## src/sv/tmre_pkg.sv

```systemverilog
// Shared types, codes and helper functions for the trackball motion report engine.
// No dependencies; every other file imports this package.
package tmre_pkg;

    localparam int CFG_INDEX_W = 1;
    localparam int CFG_DATA_W  = 2;

    localparam logic [CFG_INDEX_W-1:0] CFG_ACCEL_ENABLE = 1'b0;
    localparam logic [CFG_INDEX_W-1:0] CFG_SPEED_SELECT = 1'b1;

    localparam logic [2:0] SCROLL_MODE_RESET = 3'h4;
    localparam logic [2:0] ENABLE_H          = 3'h6;
    localparam logic [2:0] ENABLE_V          = 3'h5;
    localparam logic [1:0] SPEED_RESET       = 2'd3;

    localparam int RECIP_SHIFT = 20;
    localparam int RECIP_W     = 19;
    localparam int NUM_W       = 16;
    localparam int PROD_W      = 34;
    localparam int QUO_W       = 14;

    typedef struct packed {
        logic       action;
        logic [2:0] buttons_raw;
        logic       toggle_pin;
        logic       x_phase_a;
        logic       x_phase_b;
        logic       y_phase_a;
        logic       y_phase_b;
        logic       host_ready;
    } tmre_in_t;

    typedef struct packed {
        logic [2:0]        button_bits;
        logic signed [7:0] delta_x;
        logic signed [7:0] delta_y;
        logic signed [7:0] wheel_vertical;
        logic signed [7:0] wheel_horizontal;
    } tmre_out_t;

    typedef enum logic [1:0] {
        KIND_TICK,
        KIND_PRIME,
        KIND_POLL
    } tmre_kind_t;

    typedef struct packed {
        tmre_kind_t kind;
        logic [2:0] buttons_raw;
        logic       toggled;
        logic [3:0] phases;
        logic       host_ready;
    } tmre_item_t;

    typedef enum logic [2:0] {
        ST_EXEC,
        ST_SQUARE,
        ST_RECIP,
        ST_FIX,
        ST_EMIT
    } tmre_state_t;

    function automatic logic [1:0] linearity(input logic [1:0] speed);
        logic [1:0] l;
        unique case (speed)
            2'd0:    l = 2'd1;
            2'd1:    l = 2'd1;
            2'd2:    l = 2'd2;
            default: l = 2'd3;
        endcase
        return l;
    endfunction

    function automatic logic [2:0] accel_divisor(input logic [1:0] speed);
        return {linearity(speed), 1'b1};
    endfunction

    // floor(2^20 / divisor)
    function automatic logic [RECIP_W-1:0] accel_recip(input logic [1:0] speed);
        logic [RECIP_W-1:0] r;
        unique case (speed)
            2'd0:    r = RECIP_W'(349525);
            2'd1:    r = RECIP_W'(349525);
            2'd2:    r = RECIP_W'(209715);
            default: r = RECIP_W'(149796);
        endcase
        return r;
    endfunction

    function automatic logic [7:0] scroll_divider(input logic [1:0] speed);
        return 8'd8 << speed;
    endfunction

    // one unit step, saturated at -127 and +127
    function automatic logic [7:0] sat_step(input logic [7:0] acc, input logic neg);
        logic [7:0] r;
        if (neg)
        begin
            r = (acc == 8'h81) ? acc : acc - 8'd1;
        end
        else
        begin
            r = (acc == 8'h7f) ? acc : acc + 8'd1;
        end
        return r;
    endfunction

endpackage

```

## src/sv/tmre_front.sv

```systemverilog
// Front end: accepts input transactions, classifies them and pushes them to the queue.
// Depends on tmre_pkg.
module tmre_front (
    input  logic                clk,
    input  logic                rst_n,
    input  logic                in_valid,
    output logic                in_ready,
    input  tmre_pkg::tmre_in_t  in_data,
    input  logic                q_full,
    output logic                q_push,
    output tmre_pkg::tmre_item_t q_item
);
    import tmre_pkg::*;

    logic primed_reg;
    logic primed_next;

    assign in_ready = !q_full;
    assign q_push   = in_valid && !q_full;

    always_comb
    begin
        primed_next       = primed_reg;
        q_item.buttons_raw = in_data.buttons_raw;
        q_item.toggled     = in_data.toggle_pin;
        q_item.phases      = {in_data.y_phase_b, in_data.y_phase_a,
                              in_data.x_phase_b, in_data.x_phase_a};
        q_item.host_ready  = in_data.host_ready;
        if (!in_data.action)
        begin
            q_item.kind = KIND_TICK;
        end
        else if (!primed_reg)
        begin
            q_item.kind = KIND_PRIME;
            if (q_push)
            begin
                primed_next = 1'b1;
            end
        end
        else
        begin
            q_item.kind = KIND_POLL;
        end
    end

    always_ff @(posedge clk or negedge rst_n)
    begin
        if (!rst_n)
        begin
            primed_reg <= 1'b0;
        end
        else
        begin
            primed_reg <= primed_next;
        end
    end

endmodule

```

## src/sv/tmre_queue.sv

```systemverilog
// Short queue of classified items between front and back end.
// Depends on tmre_pkg.
module tmre_queue #(
    parameter int DEPTH = 2
) (
    input  logic                 clk,
    input  logic                 rst_n,
    input  logic                 push,
    input  tmre_pkg::tmre_item_t push_item,
    output logic                 full,
    input  logic                 pop,
    output logic                 empty,
    output tmre_pkg::tmre_item_t head
);
    import tmre_pkg::*;

    localparam int PTR_W = $clog2(DEPTH);
    localparam int CNT_W = $clog2(DEPTH + 1);

    tmre_item_t       mem [DEPTH];
    logic [PTR_W-1:0] wr_ptr_reg, wr_ptr_next;
    logic [PTR_W-1:0] rd_ptr_reg, rd_ptr_next;
    logic [CNT_W-1:0] count_reg, count_next;

    assign full  = (count_reg == CNT_W'(DEPTH));
    assign empty = (count_reg == '0);
    assign head  = mem[rd_ptr_reg];

    always_comb
    begin
        wr_ptr_next = wr_ptr_reg;
        rd_ptr_next = rd_ptr_reg;
        count_next  = count_reg;
        if (push)
        begin
            wr_ptr_next = (wr_ptr_reg == PTR_W'(DEPTH - 1)) ? '0 : wr_ptr_reg + 1'b1;
        end
        if (pop)
        begin
            rd_ptr_next = (rd_ptr_reg == PTR_W'(DEPTH - 1)) ? '0 : rd_ptr_reg + 1'b1;
        end
        if (push && !pop)
        begin
            count_next = count_reg + 1'b1;
        end
        else if (pop && !push)
        begin
            count_next = count_reg - 1'b1;
        end
    end

    always_ff @(posedge clk)
    begin
        if (push)
        begin
            mem[wr_ptr_reg] <= push_item;
        end
    end

    always_ff @(posedge clk or negedge rst_n)
    begin
        if (!rst_n)
        begin
            wr_ptr_reg <= '0;
            rd_ptr_reg <= '0;
            count_reg  <= '0;
        end
        else
        begin
            wr_ptr_reg <= wr_ptr_next;
            rd_ptr_reg <= rd_ptr_next;
            count_reg  <= count_next;
        end
    end

endmodule

```

## src/sv/tmre_back.sv

```systemverilog
// Back end: debouncer, quadrature and scroll decode, report build, acceleration
// and the output register. Depends on tmre_pkg.
module tmre_back (
    input  logic                              clk,
    input  logic                              rst_n,
    input  logic                              cfg_write,
    input  logic [tmre_pkg::CFG_INDEX_W-1:0]  cfg_index,
    input  logic [tmre_pkg::CFG_DATA_W-1:0]   cfg_data,
    input  logic                              q_empty,
    input  tmre_pkg::tmre_item_t              q_head,
    output logic                              q_pop,
    output logic                              out_valid,
    input  logic                              out_ready,
    output tmre_pkg::tmre_out_t               out_data
);
    import tmre_pkg::*;

    typedef struct packed {
        logic [7:0] acc;
        logic [7:0] wheel;
        logic [7:0] count;
        logic       changed;
    } axis_res_t;

    function automatic axis_res_t axis_step(
        input logic       a,
        input logic       b,
        input logic       pa,
        input logic       pb,
        input logic       tog,
        input logic       flip,
        input logic       en,
        input logic [7:0] acc,
        input logic [7:0] wheel,
        input logic [7:0] count,
        input logic [7:0] div
    );
        axis_res_t r;
        logic      neg;
        r.acc     = acc;
        r.wheel   = wheel;
        r.count   = count;
        r.changed = 1'b0;
        neg = (a ^ b) ^ ~(a ^ pa);
        if ((a ^ pa) | (b ^ pb))
        begin
            if (!tog)
            begin
                r.acc     = sat_step(acc, neg ^ flip);
                r.changed = 1'b1;
            end
            else if (en && (count == div || count == 8'd0 - div))
            begin
                r.wheel   = sat_step(wheel, neg);
                r.count   = '0;
                r.changed = 1'b1;
            end
            else
            begin
                r.count = neg ? count - 8'd1 : count + 8'd1;
            end
        end
        return r;
    endfunction

    tmre_state_t state_reg, state_next;

    logic       accel_enable_reg;
    logic [1:0] speed_select_reg;

    logic [2:0] stable_reg, stable_next;
    logic [2:0] vlow_reg, vlow_next;
    logic [2:0] vhigh_reg, vhigh_next;
    logic [2:0] latch_reg, latch_next;
    logic [2:0] prev_press_reg, prev_press_next;
    logic [2:0] mode_reg, mode_next;
    logic [7:0] count_h_reg, count_h_next;
    logic [7:0] count_v_reg, count_v_next;
    logic [3:0] phases_reg, phases_next;
    logic [2:0] rbuttons_reg, rbuttons_next;
    logic [7:0] acc_x_reg, acc_x_next;
    logic [7:0] acc_y_reg, acc_y_next;
    logic [7:0] acc_wv_reg, acc_wv_next;
    logic [7:0] acc_wh_reg, acc_wh_next;
    logic       pending_reg, pending_next;
    logic       report_now;

    tmre_out_t  rep_reg, rep_next;
    tmre_out_t  out_reg;
    logic       out_valid_reg;
    logic       out_load;

    logic [NUM_W-1:0]  lane_n_reg [2];
    logic [PROD_W-1:0] lane_p_reg [2];
    logic [7:0]        lane_val [2];
    logic [7:0]        lane_fix [2];

    // control
    always_comb
    begin
        state_next = state_reg;
        unique case (state_reg)
            ST_EXEC:
            begin
                if (!q_empty && report_now)
                begin
                    state_next = accel_enable_reg ? ST_SQUARE : ST_EMIT;
                end
            end
            ST_SQUARE: state_next = ST_RECIP;
            ST_RECIP:  state_next = ST_FIX;
            ST_FIX:    state_next = ST_EMIT;
            ST_EMIT:
            begin
                if (!out_valid_reg || out_ready)
                begin
                    state_next = ST_EXEC;
                end
            end
            default:   state_next = ST_EXEC;
        endcase
    end

    always_comb
    begin
        q_pop    = 1'b0;
        out_load = 1'b0;
        unique case (state_reg)
            ST_EXEC: q_pop    = !q_empty;
            ST_EMIT: out_load = !out_valid_reg || out_ready;
            default:
            begin
                q_pop    = 1'b0;
                out_load = 1'b0;
            end
        endcase
    end

    // item execution
    always_comb
    begin
        logic [2:0] pressed;
        logic [2:0] diff;
        logic [2:0] now;
        logic [7:0] div;
        axis_res_t  rx;
        axis_res_t  ry;

        stable_next     = stable_reg;
        vlow_next       = vlow_reg;
        vhigh_next      = vhigh_reg;
        latch_next      = latch_reg;
        prev_press_next = prev_press_reg;
        mode_next       = mode_reg;
        count_h_next    = count_h_reg;
        count_v_next    = count_v_reg;
        phases_next     = phases_reg;
        rbuttons_next   = rbuttons_reg;
        acc_x_next      = acc_x_reg;
        acc_y_next      = acc_y_reg;
        acc_wv_next     = acc_wv_reg;
        acc_wh_next     = acc_wh_reg;
        pending_next    = pending_reg;
        report_now      = 1'b0;
        rep_next        = rep_reg;

        pressed = ~q_head.buttons_raw;
        diff    = stable_reg ^ pressed;
        now     = latch_reg;
        div     = scroll_divider(speed_select_reg);
        rx      = '0;
        ry      = '0;

        unique case (q_head.kind)
            KIND_TICK:
            begin
                vlow_next   = ~(vlow_reg & diff);
                vhigh_next  = (vlow_next ^ vhigh_reg) & diff;
                diff        = diff & vlow_next & vhigh_next;
                stable_next = stable_reg ^ diff;
                latch_next  = latch_reg | (stable_next & diff);
            end
            KIND_PRIME:
            begin
                phases_next = q_head.phases;
            end
            default:
            begin
                if (prev_press_reg != now)
                begin
                    latch_next = '0;
                    if (q_head.toggled)
                    begin
                        if (now != '0)
                        begin
                            mode_next    = now;
                            count_h_next = div;
                            count_v_next = div;
                        end
                    end
                    else
                    begin
                        rbuttons_next = now;
                        pending_next  = 1'b1;
                    end
                end

                rx = axis_step(q_head.phases[0], q_head.phases[1],
                               phases_reg[0], phases_reg[1], q_head.toggled, 1'b0,
                               (mode_next & ENABLE_H) != '0,
                               acc_x_reg, acc_wh_reg, count_h_next, div);
                ry = axis_step(q_head.phases[2], q_head.phases[3],
                               phases_reg[2], phases_reg[3], q_head.toggled, 1'b1,
                               (mode_next & ENABLE_V) != '0,
                               acc_y_reg, acc_wv_reg, count_v_next, div);
                acc_x_next   = rx.acc;
                acc_wh_next  = rx.wheel;
                count_h_next = rx.count;
                acc_y_next   = ry.acc;
                acc_wv_next  = ry.wheel;
                count_v_next = ry.count;
                if (rx.changed || ry.changed)
                begin
                    pending_next = 1'b1;
                end

                prev_press_next = now;
                phases_next     = q_head.phases;

                if (pending_next && q_head.host_ready)
                begin
                    report_now                = 1'b1;
                    rep_next.button_bits      = rbuttons_next;
                    rep_next.delta_x          = acc_x_next;
                    rep_next.delta_y          = acc_y_next;
                    rep_next.wheel_vertical   = acc_wv_next;
                    rep_next.wheel_horizontal = acc_wh_next;
                    acc_x_next   = '0;
                    acc_y_next   = '0;
                    acc_wv_next  = '0;
                    acc_wh_next  = '0;
                    pending_next = 1'b0;
                end
            end
        endcase

        if (!q_pop)
        begin
            stable_next     = stable_reg;
            vlow_next       = vlow_reg;
            vhigh_next      = vhigh_reg;
            latch_next      = latch_reg;
            prev_press_next = prev_press_reg;
            mode_next       = mode_reg;
            count_h_next    = count_h_reg;
            count_v_next    = count_v_reg;
            phases_next     = phases_reg;
            rbuttons_next   = rbuttons_reg;
            acc_x_next      = acc_x_reg;
            acc_y_next      = acc_y_reg;
            acc_wv_next     = acc_wv_reg;
            acc_wh_next     = acc_wh_reg;
            pending_next    = pending_reg;
            rep_next        = rep_reg;
        end

        if (state_reg == ST_FIX)
        begin
            rep_next.delta_x = lane_fix[0];
            rep_next.delta_y = lane_fix[1];
        end
    end

    // acceleration lanes: square, reciprocal multiply, correct and saturate
    assign lane_val[0] = rep_reg.delta_x;
    assign lane_val[1] = rep_reg.delta_y;

    always_comb
    begin
        logic [QUO_W-1:0]   q0;
        logic [QUO_W+2:0]   q0d;
        logic [QUO_W+2:0]   rem;
        logic [QUO_W-1:0]   q;
        logic [6:0]         q7;
        logic [2:0]         d;
        d = accel_divisor(speed_select_reg);
        for (int i = 0; i < 2; i++)
        begin
            q0  = lane_p_reg[i][RECIP_SHIFT +: QUO_W];
            q0d = (QUO_W+3)'(q0) * (QUO_W+3)'(d);
            rem = {1'b0, lane_n_reg[i]} - q0d;
            q   = q0 + QUO_W'(rem >= {{QUO_W{1'b0}}, d});
            q7  = (q > QUO_W'(127)) ? 7'd127 : q[6:0];
            lane_fix[i] = lane_val[i][7] ? 8'd0 - {1'b0, q7} : {1'b0, q7};
        end
    end

    always_ff @(posedge clk)
    begin
        logic [6:0]       m;
        logic [7:0]       ml;
        logic [NUM_W-2:0] sq;
        for (int i = 0; i < 2; i++)
        begin
            m  = lane_val[i][7] ? 7'(8'd0 - lane_val[i]) : lane_val[i][6:0];
            ml = {1'b0, m} + {6'd0, linearity(speed_select_reg)};
            sq = (NUM_W-1)'(m) * (NUM_W-1)'(ml);
            if (state_reg == ST_SQUARE)
            begin
                lane_n_reg[i] <= {sq, 1'b0};
            end
            if (state_reg == ST_RECIP)
            begin
                lane_p_reg[i] <= PROD_W'(lane_n_reg[i])
                                 * PROD_W'(accel_recip(speed_select_reg));
            end
        end
    end

    always_ff @(posedge clk)
    begin
        rep_reg <= rep_next;
        if (out_load)
        begin
            out_reg <= rep_reg;
        end
    end

    always_ff @(posedge clk or negedge rst_n)
    begin
        if (!rst_n)
        begin
            state_reg        <= ST_EXEC;
            accel_enable_reg <= 1'b0;
            speed_select_reg <= SPEED_RESET;
            stable_reg       <= '0;
            vlow_reg         <= '0;
            vhigh_reg        <= '0;
            latch_reg        <= '0;
            prev_press_reg   <= '0;
            mode_reg         <= SCROLL_MODE_RESET;
            count_h_reg      <= '0;
            count_v_reg      <= '0;
            phases_reg       <= '0;
            rbuttons_reg     <= '0;
            acc_x_reg        <= '0;
            acc_y_reg        <= '0;
            acc_wv_reg       <= '0;
            acc_wh_reg       <= '0;
            pending_reg      <= 1'b0;
            out_valid_reg    <= 1'b0;
        end
        else
        begin
            state_reg      <= state_next;
            stable_reg     <= stable_next;
            vlow_reg       <= vlow_next;
            vhigh_reg      <= vhigh_next;
            latch_reg      <= latch_next;
            prev_press_reg <= prev_press_next;
            mode_reg       <= mode_next;
            count_h_reg    <= count_h_next;
            count_v_reg    <= count_v_next;
            phases_reg     <= phases_next;
            rbuttons_reg   <= rbuttons_next;
            acc_x_reg      <= acc_x_next;
            acc_y_reg      <= acc_y_next;
            acc_wv_reg     <= acc_wv_next;
            acc_wh_reg     <= acc_wh_next;
            pending_reg    <= pending_next;
            if (cfg_write)
            begin
                unique case (cfg_index)
                    CFG_ACCEL_ENABLE: accel_enable_reg <= cfg_data[0];
                    default:          speed_select_reg <= cfg_data;
                endcase
            end
            if (out_load)
            begin
                out_valid_reg <= 1'b1;
            end
            else if (out_ready)
            begin
                out_valid_reg <= 1'b0;
            end
        end
    end

    assign out_valid = out_valid_reg;
    assign out_data  = out_reg;

endmodule

```

## src/sv/trackball_motion_report_engine_core.sv

```systemverilog
// Trackball motion report engine: debounced buttons, quadrature motion and scroll reports.
// A reporting poll passes the queue, the execute state and the emit state into the output
// register; with acceleration also the square, reciprocal multiply and correction states.
// Throughput: one transaction a cycle while no report is being built or held by out_ready.
// Reset clears all control and motion state; scroll mode resets to both axes, speed to 3.
// Depends on tmre_pkg, tmre_front, tmre_queue and tmre_back.
module trackball_motion_report_engine_core #(
    parameter int QUEUE_DEPTH = 2
) (
    input  logic                              clk,
    input  logic                              rst_n,
    input  logic                              cfg_write,
    input  logic [tmre_pkg::CFG_INDEX_W-1:0]  cfg_index,
    input  logic [tmre_pkg::CFG_DATA_W-1:0]   cfg_data,
    input  logic                              in_valid,
    output logic                              in_ready,
    input  tmre_pkg::tmre_in_t                in_data,
    output logic                              out_valid,
    input  logic                              out_ready,
    output tmre_pkg::tmre_out_t               out_data
);
    import tmre_pkg::*;

    tmre_item_t push_item;
    tmre_item_t head_item;
    logic       q_push;
    logic       q_pop;
    logic       q_full;
    logic       q_empty;

    tmre_front u_front (
        .clk      (clk),
        .rst_n    (rst_n),
        .in_valid (in_valid),
        .in_ready (in_ready),
        .in_data  (in_data),
        .q_full   (q_full),
        .q_push   (q_push),
        .q_item   (push_item)
    );

    tmre_queue #(
        .DEPTH (QUEUE_DEPTH)
    ) u_queue (
        .clk       (clk),
        .rst_n     (rst_n),
        .push      (q_push),
        .push_item (push_item),
        .full      (q_full),
        .pop       (q_pop),
        .empty     (q_empty),
        .head      (head_item)
    );

    tmre_back u_back (
        .clk       (clk),
        .rst_n     (rst_n),
        .cfg_write (cfg_write),
        .cfg_index (cfg_index),
        .cfg_data  (cfg_data),
        .q_empty   (q_empty),
        .q_head    (head_item),
        .q_pop     (q_pop),
        .out_valid (out_valid),
        .out_ready (out_ready),
        .out_data  (out_data)
    );

endmodule
```

## config.mk

```make
export PLATFORM = sky130hd
export DESIGN_NAME = trackball_motion_report_engine_core
export DESIGN_NICKNAME = d
export VERILOG_FILES = /design/src/sv/tmre_pkg.sv /design/src/sv/tmre_front.sv /design/src/sv/tmre_queue.sv /design/src/sv/tmre_back.sv /design/src/sv/trackball_motion_report_engine_core.sv
export SDC_FILE = /design/constraint.sdc
export NUM_CORES = 1
export LEC_CHECK = 0
export ABC_AREA = 1
export BUFFER_PORTS_ARGS = -buffer_cell sky130_fd_sc_hd__buf_2
export CAP_MARGIN = 30
export CORE_MARGIN = 4
export CORE_UTILIZATION = 61
export DETAILED_ROUTE_END_ITERATION = 10
export PLACE_DENSITY = 0.78
export SLEW_MARGIN = 20
export SYNTH_ARGS = -nofsm -noshare
export SYNTH_HDL_FRONTEND = slang
export SYNTH_HIERARCHICAL = 1
export SYNTH_SLANG_ARGS = --single-unit
export TNS_END_PERCENT = 20
```

## constraint.sdc

```tcl
create_clock -name clk -period 18.15 [get_ports clk]
set_clock_uncertainty 0.1 [all_clocks]
set_input_delay 2.7225 -clock clk [delete_from_list [all_inputs] [get_ports clk]]
set_output_delay 2.7225 -clock clk [all_outputs]
set_load 0.005 [all_outputs]
```

==> flow_summary.ini <==
[run_status]
status = finished clean

[final_layout]
instances_no_fill = 4887
fill_cells = 4770
final_nets = 4987
final_area_um2 = 36200
area_delta_synth_final_pct = 5.68
drive_gt1_frac = 0.0449
largest_reg_flops = 35
diodes = 0

[floorplan]
start_util = 0.620
core_area_um2 = 55300
fp.dieW_um = 245
num_rows = 86
dieHeight_um = 245
die_area_um2 = 60000
pin_count = 55

[yosys]
async_reset_ff_frac = 0.364
syn_area_um2 = 34300
synth_cell_type_count = 61
synth_top_area_frac = 0.244
yosysSeqAreaShare = 0.194
avgSynthCellArea_um2 = 8.36
yosysTopAreaCell = fa_1
synth.area.top_cells = fa_1 24%, ha_1 16%, edfxtp_1 13%, inv_1 11%, nand2_1 6.6%
syn_nets = 4967
ys.flop_type = edfxtp_1
yosys-top-cells-count = 977 x inv_1, 601 x nand2_1, 434 x ha_1, 418 x fa_1, 380 x nor2_1
synth_most_common_cell = inv_1
synth_seq_cells = 236
synth_edf_count = 150
synth_cells = 4097
yosysWarnings = 6

[detailed_routing]
drtAntennaViolNets = 0
post_drt_wl_per_cell_um = 17.8
drt-vias-per-instance = 5.52
drcViolationCount = 0
routed.top_layer = met5
route.met2.wl_um = 40300
drt_iter0_markers = 2022
wl_met3_um = 7740
first_pass_iters = 6
met1_length_um = 36600
wirelength_um = 87100
num_vias = 27000

[worst_setup_path]
critPathArrivalTime_ns = 8.53
crit_top_cell = nand2_1
critPathLaunchType = flip-flop
cp_slowest_cell = dfstp_2
path_class = flip-flop to flip-flop
crit_fanout = 34
critPathRequiredTime_ns = 18.35
endpoint_kind = flip-flop
max_stage_delay_ns = 0.78

[clocking]
cts.hold.buffers_added = 0
h-tree-depth = 1
clk_pin_slew_ns = 0.06
root_buffer = clkbuf_16
ctsResizeCount = 0
cts_made_buffers = 28
cts_tree = built
cts_num_sinks = 236
clkLatencyLatePin_ns = 0.59
clockBufferDepth = 3
post_cts_buffers = 0

[timing]
timing.final.max_slew_violations = 0
max_freq_ghz = 0.120
fin_crit_sh = 0.459
min_period_ns = 8.33
grt_setup_unrepaired = no
setup_viol = 0
worst_pin_slew_ns = 0.956
fin_setup_tns_ns = 0
slew_headroom = 0.361
hold_viol = 0

[placed_design]
dp.cells = 4835
gp_congestion = 1.05
port_buffers = 54
hpwl_um = 72600
placed_cell_area_um2 = 35300

[grt]
grt_pass1_vias = 27300
grt_pass1_wl_um = 142000
grt_max_degree = 73
grt_usage = 0.295
grt_overflow = 0
antenna_found_initial = 1

[flow_run]
drv_cap = 0

[worst_hold_path]
holdCritPathClass = flip-flop to flip-flop
==> worst max-delay path: cells and delay by family, from the launching register on <==
family | cells | cell delay, ns
buffers and inverters | 3 | 0.81
DFF | 1 | 0.78
and+or+nand+nor | 22 | 3.51
AOI/OAI and AO/OA | 3 | 0.81
xor gates and xnor gates | 2 | 0.31
adders and majority gates | 5 | 1.69
==> final timing paths <==
| path | from | endpoint | slack (ns) | cells after the start |
|---|---|---|---|---|
| setup / recovery | u_back/speed_select_reg[1] | u_back/lane_val[13] | 9.82 | 35 |
| hold / removal | u_back/rep_reg[0] | u_back/out_data[0] | 0.32 | 0 |
| setup reg to reg | u_back/speed_select_reg[1] | u_back/lane_val[13] | 9.82 | 35 |
| hold reg to reg | u_back/rep_reg[0] | u_back/out_data[0] | 0.32 | 0 |
| max in group asynchronous | rst_n | u_queue/count_reg[1] | 14.83 | 2 |
| min in group asynchronous | rst_n | u_back/acc_wh_reg[3] | 1.97 | 1 |
==> through the flow <==
stage	util	worst slack, ns	hold WS, ns
after CTS	0.655	9.99	0.320
final	0.655	9.82	0.318
after floorplan	-	11.55	0.300
after global placement	0.637	10.13	0.300
after global routing	0.655	9.16	0.331
after detailed placement	0.637	9.98	0.305
==> layout make-up <==
| class | instances | area [um2] | share of cell area |
|---|---|---|---|
| Clock inverter | 16 | 209 | 0.00577 |
| Sequential cell | 236 | 6660 | 0.184 |
| Multi-Input combinational cell | 2796 | 23600 | 0.650 |
| Tap cell | 748 | 936 | 0.0258 |
| Inverter | 990 | 3720 | 0.103 |
| Clock buffer | 36 | 752 | 0.0208 |
| Timing Repair Buffer | 65 | 388 | 0.0107 |
==> per-layer routing <==
metal	GRT usage	vias to the layer above
li1	-	12900
met1	0.403	12800
met2	0.480	1074
met3	0.0666	188
met4	0.0753	2
met5	0	-
==> cells in the final DEF, fill, tap and decap left out, drive strengths merged, types with 4 or more instances in the layout <==
cell    count
a211oi      5
o31ai       7
nor4        7
o21a       10
ha        434
nand4      25
or2        19
o211ai      7
a21o       10
a31oi      13
clkinv     14
inv       988
a22o        4
buf        65
o21ai     209
edfxtp    150
mux2       15
a221oi      4
o21bai     24
a22oi      14
dfrtp      83
a21boi      6
clkbuf     36
nor2      387
xor2      110
nand3     163
xnor2      39
o22ai       8
nor3       47
nand3b     10
nand2     611
a21oi     173
fa        418
==> logic make-up (layout without fill, tap and decap cells) <==
logic type,count (synthesis),count (layout),synth area share
compound gates,507,507,0.0834
xor+xnor,149,149,0.0383
fa+ha+maj,852,852,0.403
buf+inv,1065,1107,0.119
flops,236,236,0.194
mux,15,15,0.00591
simple gates,1273,1273,0.156
Power is not shown: default switching activity piles up to over one toggle a cycle in this logic, so the estimate is an artifact.
